`src/hw/rtl/running_mean_variance_stats_top_assert.svh`:
```
// Assertion macros for the running statistics block.
// Included by running_mean_variance_stats_top; needs clk_i and rst_ni in scope.
`ifndef RUNNING_MEAN_VARIANCE_STATS_TOP_ASSERT_SVH
`define RUNNING_MEAN_VARIANCE_STATS_TOP_ASSERT_SVH

// Property checked on every rising clock edge outside reset.
`define RMVS_ASSERT(lbl, prop) \
  lbl: assert property (@(posedge clk_i) disable iff (!rst_ni) prop) \
    else $error("assertion failed");

// Signal holds its value while the condition is true.
`define RMVS_HOLD(lbl, cond, sig) \
  lbl: assert property (@(posedge clk_i) disable iff (!rst_ni) \
    (cond) |=> $stable(sig)) else $error("value changed");

`endif

```
`src/hw/rtl/rmvs_pkg.sv`:
```
// Shared types and constants for the running statistics block.
// No dependencies.
`default_nettype none
package rmvs_pkg;
  localparam int unsigned CountBitsDef = 32;
  localparam int unsigned DivW = 64;

  typedef enum logic [1:0] {
    ST_OK    = 2'd0,
    ST_OVF   = 2'd1,
    ST_EMPTY = 2'd2
  } status_e;
endpackage
`default_nettype wire

```
`src/hw/rtl/rmvs_div.sv`:
```
// Bit-serial unsigned restoring divider, one quotient bit per cycle.
// Depends on rmvs_pkg.
`default_nettype none
module rmvs_div #(
  parameter int unsigned DenW = rmvs_pkg::CountBitsDef
) (
  input  wire logic                     clk_i,
  input  wire logic                     rst_ni,
  input  wire logic                     start_i,
  input  wire logic [rmvs_pkg::DivW-1:0] num_i,
  input  wire logic [DenW-1:0]           den_i,
  output logic                           busy_o,
  output logic [rmvs_pkg::DivW-1:0]      quo_o
);
  localparam int unsigned W = rmvs_pkg::DivW;
  logic [W-1:0] quo_q, quo_d;
  logic [DenW:0] rem_q, rem_d;
  logic [DenW-1:0] den_q;
  logic [6:0] cnt_q, cnt_d;
  logic [DenW:0] trial;

  always_comb begin
    rem_d = rem_q;
    quo_d = quo_q;
    cnt_d = cnt_q;
    trial = {rem_q[DenW-1:0], quo_q[W-1]};
    if (start_i) begin
      rem_d = '0;
      quo_d = num_i;
      cnt_d = 7'(W);
    end else if (cnt_q != '0) begin
      quo_d = {quo_q[W-2:0], 1'b0};
      if (trial >= {1'b0, den_q}) begin
        rem_d = trial - {1'b0, den_q};
        quo_d[0] = 1'b1;
      end else begin
        rem_d = trial;
      end
      cnt_d = cnt_q - 7'd1;
    end
  end

  always_ff @(posedge clk_i or negedge rst_ni) begin
    if (!rst_ni) begin
      cnt_q <= '0;
    end else begin
      cnt_q <= cnt_d;
    end
  end

  always_ff @(posedge clk_i) begin
    rem_q <= rem_d;
    quo_q <= quo_d;
    if (start_i) den_q <= den_i;
  end

  assign busy_o = (cnt_q != '0);
  assign quo_o  = quo_q;
endmodule
`default_nettype wire

```
`src/hw/rtl/running_mean_variance_stats_top.sv`:
```
// Top level of the running mean and variance statistics block.
// Depends on rmvs_pkg, rmvs_div and running_mean_variance_stats_top_assert.svh.
//
//   channel | dir | tdata fields (low bit first)             | tuser
//   s_axis  | in  | sample[31:0]                             | action
//   m_axis  | out | status, count, sum, mean, min, max, var  | -
//
// An accepted sample passes, before the next input beat, through a check step,
// the mean step on the shared bit-serial divider, the shift-and-add multiply
// with setup and check, the variance division and an output step. A clear,
// a first sample, a count or sum reject and a deviation reject end earlier.
// Reset clears all statistics; input is refused while a beat is in work.
`default_nettype none
module running_mean_variance_stats_top #(
  parameter int unsigned COUNT_BITS = rmvs_pkg::CountBitsDef
) (
  input  wire logic         clk_i,
  input  wire logic         rst_ni,
  input  wire logic         s_axis_tvalid,
  output logic              s_axis_tready,
  input  wire logic [31:0]  s_axis_tdata,   // sample[31:0]
  input  wire logic         s_axis_tuser,   // action
  output logic              m_axis_tvalid,
  input  wire logic         m_axis_tready,
  // status[1:0], sample_count[33:2], running_sum[81:34], mean_value[113:82],
  // min_value[145:114], max_value[177:146], variance[241:178], zero fill
  output logic [247:0]      m_axis_tdata
);
  typedef enum logic [2:0] {
    S_IDLE, S_MEAN, S_MUL, S_VAR, S_OUT
  } state_e;

  state_e state_q;
  logic [COUNT_BITS-1:0] cnt_q;
  logic signed [47:0] sum_q, mean_q;
  logic [63:0] m2_q;
  logic signed [31:0] min_q, max_q;
  logic signed [31:0] smp_q;
  logic neg_q, ovf_q, wait_q;
  logic signed [48:0] d_q;
  // Multiply: |d| (50 bits) times |e| (50 bits) shifted bit by bit.
  logic [99:0] prod_q;
  logic [49:0] mcand_q, mplier_q;
  logic [5:0] mcnt_q;
  logic [63:0] var_q;

  logic div_start, div_busy;
  logic [63:0] div_num, div_quo;
  logic [COUNT_BITS-1:0] div_den;

  rmvs_div #(.DenW(COUNT_BITS)) u_div (
    .clk_i, .rst_ni, .start_i(div_start), .num_i(div_num),
    .den_i(div_den), .busy_o(div_busy), .quo_o(div_quo)
  );

  logic signed [48:0] s32, sum_n, e_v;
  logic [48:0] d_abs, e_abs, q_sgn;
  logic signed [48:0] mean_n;
  logic [64:0] m2_n;
  logic [50:0] mul_acc;
  assign s32   = 49'(signed'({smp_q, 16'd0}));
  assign sum_n = 49'(sum_q) + 49'(smp_q);
  assign d_abs = d_q[48] ? 49'(-d_q) : 49'(d_q);
  assign q_sgn = neg_q ? 49'(-div_quo[48:0]) : div_quo[48:0];
  assign mean_n = 49'(mean_q) + signed'(q_sgn);
  assign e_v   = s32 - 49'(mean_q);
  assign e_abs = e_v[48] ? 49'(-e_v) : 49'(e_v);
  assign m2_n  = {1'b0, m2_q} + {1'b0, prod_q[95:32]};
  // Upper half of the product plus the multiplicand when the next bit is set.
  assign mul_acc = {1'b0, prod_q[99:50]} + (mplier_q[0] ? {1'b0, mcand_q} : 51'd0);

  always_comb begin
    div_start = 1'b0;
    div_num = 64'(d_abs);
    div_den = cnt_q + COUNT_BITS'(1);
    if (state_q == S_IDLE && s_axis_tvalid && s_axis_tready) begin
      div_start = 1'b0;
    end else if (state_q == S_MUL && mcnt_q == '0 && !wait_q) begin
      div_start = 1'b1;
      div_num = m2_n[63:0];
    end else if (wait_q && state_q == S_MEAN) begin
      div_start = 1'b1;
      div_num = 64'(e_abs);
    end
  end

  always_ff @(posedge clk_i or negedge rst_ni) begin
    if (!rst_ni) begin
      state_q <= S_IDLE;
      cnt_q <= '0; sum_q <= '0; mean_q <= '0; m2_q <= '0;
      min_q <= '0; max_q <= '0; wait_q <= 1'b0;
      ovf_q <= 1'b0; smp_q <= '0; d_q <= '0; neg_q <= 1'b0;
      mcand_q <= '0; mplier_q <= '0; prod_q <= '0; mcnt_q <= '0;
      var_q <= '0;
    end else begin
      wait_q <= 1'b0;
      unique case (state_q)
        S_IDLE: if (s_axis_tvalid) begin
          smp_q <= s_axis_tdata;
          if (s_axis_tuser) begin
            cnt_q <= '0; sum_q <= '0; mean_q <= '0; m2_q <= '0;
            min_q <= '0; max_q <= '0; ovf_q <= 1'b0;
            var_q <= '0;
            state_q <= S_OUT;
          end else begin
            state_q <= S_MEAN; wait_q <= 1'b1;
          end
        end
        S_MEAN: if (wait_q) begin
          // Checks and the deviation d are formed now; divider starts.
          ovf_q <= (cnt_q == '1) || (sum_n[48] != sum_n[47]);
          d_q <= s32 - 49'(mean_q);
          neg_q <= s32 < 49'(mean_q);
          if (cnt_q == '0) begin
            state_q <= S_OUT;
            if (!(sum_n[48] != sum_n[47])) begin
              cnt_q <= COUNT_BITS'(1); sum_q <= sum_n[47:0];
              mean_q <= s32[47:0]; m2_q <= '0; var_q <= '0;
              min_q <= smp_q; max_q <= smp_q;
            end else ovf_q <= 1'b1;
          end
        end else if (ovf_q) begin
          state_q <= S_OUT;
        end else if (!div_busy) begin
          mean_q <= mean_n[47:0];
          mcand_q <= 50'(d_abs);
          mplier_q <= '0;
          prod_q <= '0; mcnt_q <= 6'd50; state_q <= S_MUL;
          wait_q <= 1'b1;
        end
        S_MUL: if (wait_q) begin
          mplier_q <= 50'(e_abs);
          mcnt_q <= 6'd50;
        end else if (mcnt_q != '0) begin
          prod_q <= {mul_acc, prod_q[49:1]};
          mplier_q <= mplier_q >> 1;
          mcnt_q <= mcnt_q - 6'd1;
        end else begin
          if (prod_q[99:96] != '0 || m2_n[64]) begin
            // Reject: restore the mean from before this beat.
            ovf_q <= 1'b1;
            mean_q <= 48'(mean_q - signed'(q_sgn));
            state_q <= S_OUT;
          end else begin
            cnt_q <= cnt_q + COUNT_BITS'(1);
            sum_q <= sum_n[47:0];
            m2_q <= m2_n[63:0];
            if (smp_q < min_q) min_q <= smp_q;
            if (smp_q > max_q) max_q <= smp_q;
            state_q <= S_VAR; wait_q <= 1'b1;
          end
        end
        S_VAR: if (!wait_q && !div_busy) begin
          var_q <= div_quo;
          state_q <= S_OUT;
        end
        S_OUT: begin
          if (m_axis_tready) state_q <= S_IDLE;
        end
        default: state_q <= S_IDLE;
      endcase
    end
  end

  logic [1:0] status_v;
  assign status_v = ovf_q ? rmvs_pkg::ST_OVF :
                    (cnt_q == '0 ? rmvs_pkg::ST_EMPTY : rmvs_pkg::ST_OK);
  assign s_axis_tready = (state_q == S_IDLE);
  assign m_axis_tvalid = (state_q == S_OUT);
  assign m_axis_tdata = {6'd0, var_q, max_q, min_q, mean_q[47:16], sum_q,
                         32'(cnt_q), status_v};

  `include "running_mean_variance_stats_top_assert.svh"
  `RMVS_ASSERT(a_one_side, !(s_axis_tready && m_axis_tvalid))
  `RMVS_HOLD(a_out_hold, m_axis_tvalid && !m_axis_tready, m_axis_tdata)
  `RMVS_ASSERT(a_minmax, (cnt_q != '0) |-> (min_q <= max_q))
endmodule
`default_nettype wire
```
`config.mk`:
```
export PLATFORM = sky130hd
export DESIGN_NAME = running_mean_variance_stats_top
export DESIGN_NICKNAME = d
export VERILOG_FILES = /design/src/hw/rtl/rmvs_pkg.sv /design/src/hw/rtl/rmvs_div.sv /design/src/hw/rtl/running_mean_variance_stats_top.sv
export VERILOG_INCLUDE_DIRS = /design/src /design/src/hw/rtl
export SDC_FILE = /design/constraint.sdc
export NUM_CORES = 2
export LEC_CHECK = 0
export BUFFER_PORTS_ARGS = -buffer_cell sky130_fd_sc_hd__buf_2
export CAP_MARGIN = 10
export CORE_MARGIN = 2
export CORE_UTILIZATION = 63
export DETAILED_ROUTE_END_ITERATION = 8
export HOLD_SLACK_MARGIN = 0.08
export PLACE_DENSITY_LB_ADDON = 0.25
export SLEW_MARGIN = 20
export SYNTH_ARGS = -nofsm -noshare
export SYNTH_HDL_FRONTEND = slang
export SYNTH_HIERARCHICAL = 1
export SYNTH_SLANG_ARGS = --single-unit
export TNS_END_PERCENT = 1
```
`constraint.sdc`:
```
create_clock -name clk_i -period 6 [get_ports clk_i]
set_input_delay 0.3 -clock clk_i [delete_from_list [all_inputs] [get_ports clk_i]]
set_output_delay 0.3 -clock clk_i [all_outputs]
set_load 0.005 [all_outputs]
```
**Word level (Yosys, flattened, before mapping)**

Cells that the tools add are included.

- Output and inout bits: 250
- Register bits after elaboration: 747

- Bitwise logic cells: 3
- Mux-type cells: 117
- $add $sub $neg: 13
- Equal/unequal tests: 29
- Order comparisons: 4
- Reductions and logical operators: 32

Operators by type and width:

| kind | number |
|---|---|
| $mux 64 | 13 |
| $mux 48 | 17 |
| $mux 32 | 20 |
| $mux 100 | 5 |
| $pmux 64 s3 | 2 |
| $pmux 32 s3 | 3 |
| $pmux 48 s3 | 2 |
| $mux 50 | 5 |
| $pmux 100 s2 | 1 |
| $mux 49 | 4 |
| $pmux 50 s2 | 1 |
| $neg 49->49 | 2 |
| $add 64x64->65 | 1 |
| $add 50x49->51 | 1 |
| $add 48x32->49 | 1 |
| $sub 48x48->49 | 1 |
| $add 48x48->48 | 1 |
| $lt 48x48->1 | 1 |
| $neg 48->48 | 1 |
| $sub 48x48->48 | 1 |
| $ge 33x32->1 | 1 |
| $mux 3 | 11 |
| $add 32x1->32 const B | 1 |
| $eq 32x32->1 const B | 1 |
| other kinds (40) | 101 |

**Longest topological paths before layout**

- Depth in word-level cells: 7
- Depth in mapped cells: 23
- Gate-level depth less buffers: 22

**By module**

Netlist, hierarchy kept.

Modules (own cells, without submodules):

| module | cells an instance | area each (um^2) | times used |
|---|---|---|---|
| running_mean_variance_stats_top | 5752 | 46210.6 | 1 |
| rmvs_div | 681 | 7373.3 | 1 |

**Worst setup path before layout**

Ideal clock, no wire load.

- Kind: flip-flop to flip-flop
- Start point: reg u_div.quo_q[9], in the netlist u_div/quo_o[9]
- End point: reg mean_q[47]
- Library setup time: 0.082 ns
- Slack: 0.613 ns
- Buffers on the path: 1
- Cell stages (with the launch flop): 22
- Data required time: 5.918 ns
- Data arrival time: 5.305 ns
- Cells stage by stage: edfxtp_1 > or4_4 > nor4_4 > nand3_1 > or4_1 > or3_1 > or3_1 > or4_1 > o31ai_1 > xnor2_1 > ha_1 > clkbuf_1 > inv_1 > o31ai_1 > a21o_1 > a21oi_1 > nor2b_1 > a311o_1 > a21oi_1 > xnor2_1 > a22oi_1 > a31oi_1

- Cells in the longest elaborated chain, start to end: 7
- Elaborated cells on any way between the ends: 11
- Those cells by class: add/sub (3); mux (8)

RTL lines:

| item | line | text |
|---|---|---|
| from (decl) | rmvs_div.sv:16 | `logic [W-1:0] quo_q, quo_d;` |
| from (signal assigned) | rmvs_div.sv:53 | `quo_q <= quo_d;` |
| $neg 48->48 | running_mean_variance_stats_top.sv:64 | `assign q_sgn = neg_q ? 49'(-div_quo[48:0]) : div_quo[48:0];` |
| $mux 48 (*) | running_mean_variance_stats_top.sv:64 |  |
| $sub 48x48->48 or $add 48x48->48 (tied branches) | running_mean_variance_stats_top.sv:142, running_mean_variance_stats_top.sv:65 |  |
| $mux 48, on equally long branches | running_mean_variance_stats_top.sv:139, running_mean_variance_stats_top.sv:124 |  |
| $mux 48, on equally long branches | running_mean_variance_stats_top.sv:134, running_mean_variance_stats_top.sv:122 |  |
| $mux 48, on equally long branches | running_mean_variance_stats_top.sv:131, running_mean_variance_stats_top.sv:109 |  |
| $pmux 48 s3 (*) | running_mean_variance_stats_top.sv:97 | `unique case (state_q)` |
| to (signal assigned) | running_mean_variance_stats_top.sv:125 | `mean_q <= mean_n[47:0];` |
| to (signal assigned) | running_mean_variance_stats_top.sv:142 | `mean_q <= 48'(mean_q - signed'(q_sgn));` |
| to (decl) | running_mean_variance_stats_top.sv:35 | `logic signed [47:0] sum_q, mean_q;` |

Mark *: on every way between the ends. The rest lies on a longest branch, timed or not. The select of a mux whose other input is x is not followed.
A chain may end at the register's enable or synchronous reset.

**Final worst setup path**

- Start point: reg u_div.quo_q[23], in the netlist u_div/quo_o[23]
- End point: reg mean_q[47]

Same word-level chain as after synthesis.

==> impl_metrics.toml <==
[floorplanning]
ioPinCount = 287
placementRows = 106
die_x_um = 296
die_area_um2 = 87400
die_h_um = 296
start_util = 0.638
fp.coreArea_um2 = 84000

[synthesis]
yosys_warnings = 6
synth_area_um2 = 53600
yosys.area.top_type = "dfrtp_1"
synth_seq_cells = 714
synthFlopType = "dfrtp_1"
synth_area_leaders = "dfrtp_1 (27%), ha_1 (9.1%), nand2_1 (7.2%), edfxtp_1 (5.4%), o21ai_0 (4.7%)"
synth_area_per_cell_um2 = 8.33
synth_top_cell_area_share = 0.274
syn_inst = 6433
ys_types = 100
yosysSeqAreaShare = 0.339
synthArstFlopShare = 0.821
synth_edf_count = 96

[power_and_ir_drop]
peakVddDrop_mv = 0.546
p_leak_nw = 28.1
power_density_nw_per_um2 = 656

[global_routing]
grt_max_degree = 167
gr-total-overflow = 0
grt_pass1_wl_um = 287000
groute.usage.overall = 0.429
antenna_found_initial = 4
grt_pass1_vias = 48350

[sta]
tightest_slew_ps = 1160
relSlewSlack = 0.223
fin_crit_ps = 5720
rsz0062_at_grt = "true"
setup_viol = 0
finClkSkew_ps = 31.8
fin_crit_sh = 0.954
fmax_mhz = 175
slew_violations = 0
hold_violations = 0

[worst_setup_path]
crit_path_max_fanout = 4
cp_data_required_time_ps = 6610
reg2reg_to = "mean_q[47]$_DFFE_PN0P_"
crit_type = "reg -> reg"
ff2ff_path_depth = 19
r2r_setup_slack_ps = 280
end_kind = "flip-flop"
arrival_ps = 6330
startpoint_type = "flip-flop"
r2r_start = "u_div/quo_o[23]$_DFFE_PP_"

[finish]
layout_common_cells = "nand2_1 (1025), dfrtp_1 (585), o21ai_0 (508), a21oi_1 (443), ha_1 (391)"
design_area_um2 = 59400
syn_to_final_growth_pct = 10.9
nNetsFinal = 7051
final_util = 0.708
final_common_cell = "nand2_1"
drive_gt1_frac = 0.121

[clock_tree]
clk_latency_ps = 690
numCtsBuffers = 81
clock_sinks = 714
clockBufferDepth = 3
root_buffer = "clkbuf_16"
cts_tree = "yes"
cts_max_level = 3
clk_pin_slew_ps = 70
post_cts_buffers = 0

[detailed_routing]
vias = 51169
drtPass1Iterations = 7
drt_iter0_markers = 5742
wl_per_cell_um = 24.3
drc = 0
routed_via_density = 6.54
wl_um = 190000
final_antenna_net_count = 0

[placement]
dpl-instance-area_um2 = 56300
dp_hpwl_um = 140000
io_buffers = 280
gp_congestion = 1.03

[run_status]
status = "finished, final reports clean"

[run]
max_cap_viol_count = 0

[hold_path]
hold_path.class = "in -> async"
==> synth_stat cells (all sizes together) (16+ instances only) <==
library cell and instances:
clkbuf 294, o21bai 62, xnor2 252, a221oi 25
or2 20, and3 52, edfxtp 96, a21o 180
a22o 31, dfxtp 32, a22oi 23, xor2 172
dfrtp 586, a21oi 444, nand4 75, nand3b 16
mux2i 17, ha 391, mux2 147, a211oi 52
inv 309, or3 48, nand3 176, nand2 1027
o21a 47, o41ai 27, a221o 19, nor4 36
buf 78, o21ai 517, nor3 79, o211ai 36
or4 21, o221ai 39, nor2b 48, a311oi 34
and2 107, a31oi 52, nand2b 58, o31ai 142
nor2 375
==> flip-flops by register name, indices dropped and copies added, names as in the netlist, 7 cells and up <==
| signal | flops |
|---|---|
| m2_q | 64 |
| mplier_q | 49 |
| mean_q | 48 |
| var_q | 64 |
| max_q | 32 |
| u_div/den_q | 32 |
| min_q | 32 |
| cnt_q | 32 |
| u_div/cnt_q | 7 |
| prod_q | 68 |
| mcand_q | 49 |
| d_q | 49 |
| u_div/quo_o | 64 |
| sum_q | 48 |
| u_div/rem_q | 32 |
| smp_q | 32 |
==> metal layers <==
| layer | track usage | up-vias | share of wire | wire length [um] |
|---|---|---|---|---|
| met5 | 0 | - | 0 | 0 |
| met4 | 0.291 | 0 | 0.080 | 15100 |
| met3 | 0.0792 | 645 | 0.095 | 18100 |
| met2 | 0.667 | 2754 | 0.44 | 83800 |
| met1 | 0.545 | 24403 | 0.38 | 73100 |
| li1 | - | 23367 | - | - |
==> metrics by stage <==
step                      setup WS, ps  total power [mW]  hold slack, ps  TNS [ps]  instances
after floorplan                    613              24.4            4.41         0       6438
after global placement             226              32.3             392         0       7632
after detailed placement           113              32.6             397         0       7632
after CTS                         57.0              38.1             270         0       7818
after global routing            -0.951              41.2             352    -0.951       7819
final                              275              39.0             269         0       7820
==> critical path: stages (launching register included) <==
cell and delay [ps]:
edfxtp_1 380, or4_1 650, or3_1 420, or3_1 380
or3_1 430, or3_1 370, or4_1 580, o31ai_2 230
xnor2_1 200, ha_1 320, a21oi_1 140, o31ai_1 100
a21o_1 180, a21oi_1 230, nor2b_1 90, a311o_1 340
a21oi_1 180, xnor2_1 140, a22oi_1 90, a31oi_1 200
==> final cells by class <==
class                           instances  area [um2]
Multi-Input combinational cell       5041       32900
Fill cell                            6732       24500
Sequential cell                       714       18200
Timing Repair Buffer                  468        3060
Clock buffer                          109        2290
Tap cell                             1134        1420
Inverter                              311        1170
Clock inverter                         42         463
Antenna cell                            1        2.50
==> report_power, final <==
group	total (mW)	internal, mW	switching [mW]	leakage (nW)
clock network	5.23	3.00	2.23	1.36
registers	8.35	6.38	1.97	9.15
logic	25.4	9.39	16.0	17.6
==> worst max-delay path by stage <==
stage                                    startpoint                     end  cells after the start  slack (ps)
after CTS                 u_div/quo_o[11]$_DFFE_PP_  mean_q[45]$_DFFE_PN0P_                     19          60
after global routing      u_div/quo_o[11]$_DFFE_PP_  mean_q[45]$_DFFE_PN0P_                     19          -1
after detailed placement  u_div/quo_o[11]$_DFFE_PP_  mean_q[45]$_DFFE_PN0P_                     19         110
final                     u_div/quo_o[23]$_DFFE_PP_  mean_q[47]$_DFFE_PN0P_                     19         280
after floorplan            u_div/quo_o[9]$_DFFE_PP_  mean_q[47]$_DFFE_PN0P_                     21         610
after global placement    u_div/quo_o[11]$_DFFE_PP_  mean_q[45]$_DFFE_PN0P_                     21         230
==> kinds of logic after synthesis <==
logic type | share of synthesized area
compound gates | 0.225
other cells | 0.0000700
fa+ha+maj | 0.0935
buf+inv | 0.0515
xor+xnor | 0.0693
mux | 0.0341
flops | 0.339
simple gates | 0.187
==> repair_timing <==
action	in CTS	in global routing
hold buffers	35	0
resized for setup	0	13
endpoints found under the setup margin	0	41
endpoints found under the hold margin	127	0
No activity file was read; power rests on OpenSTA's default activity.
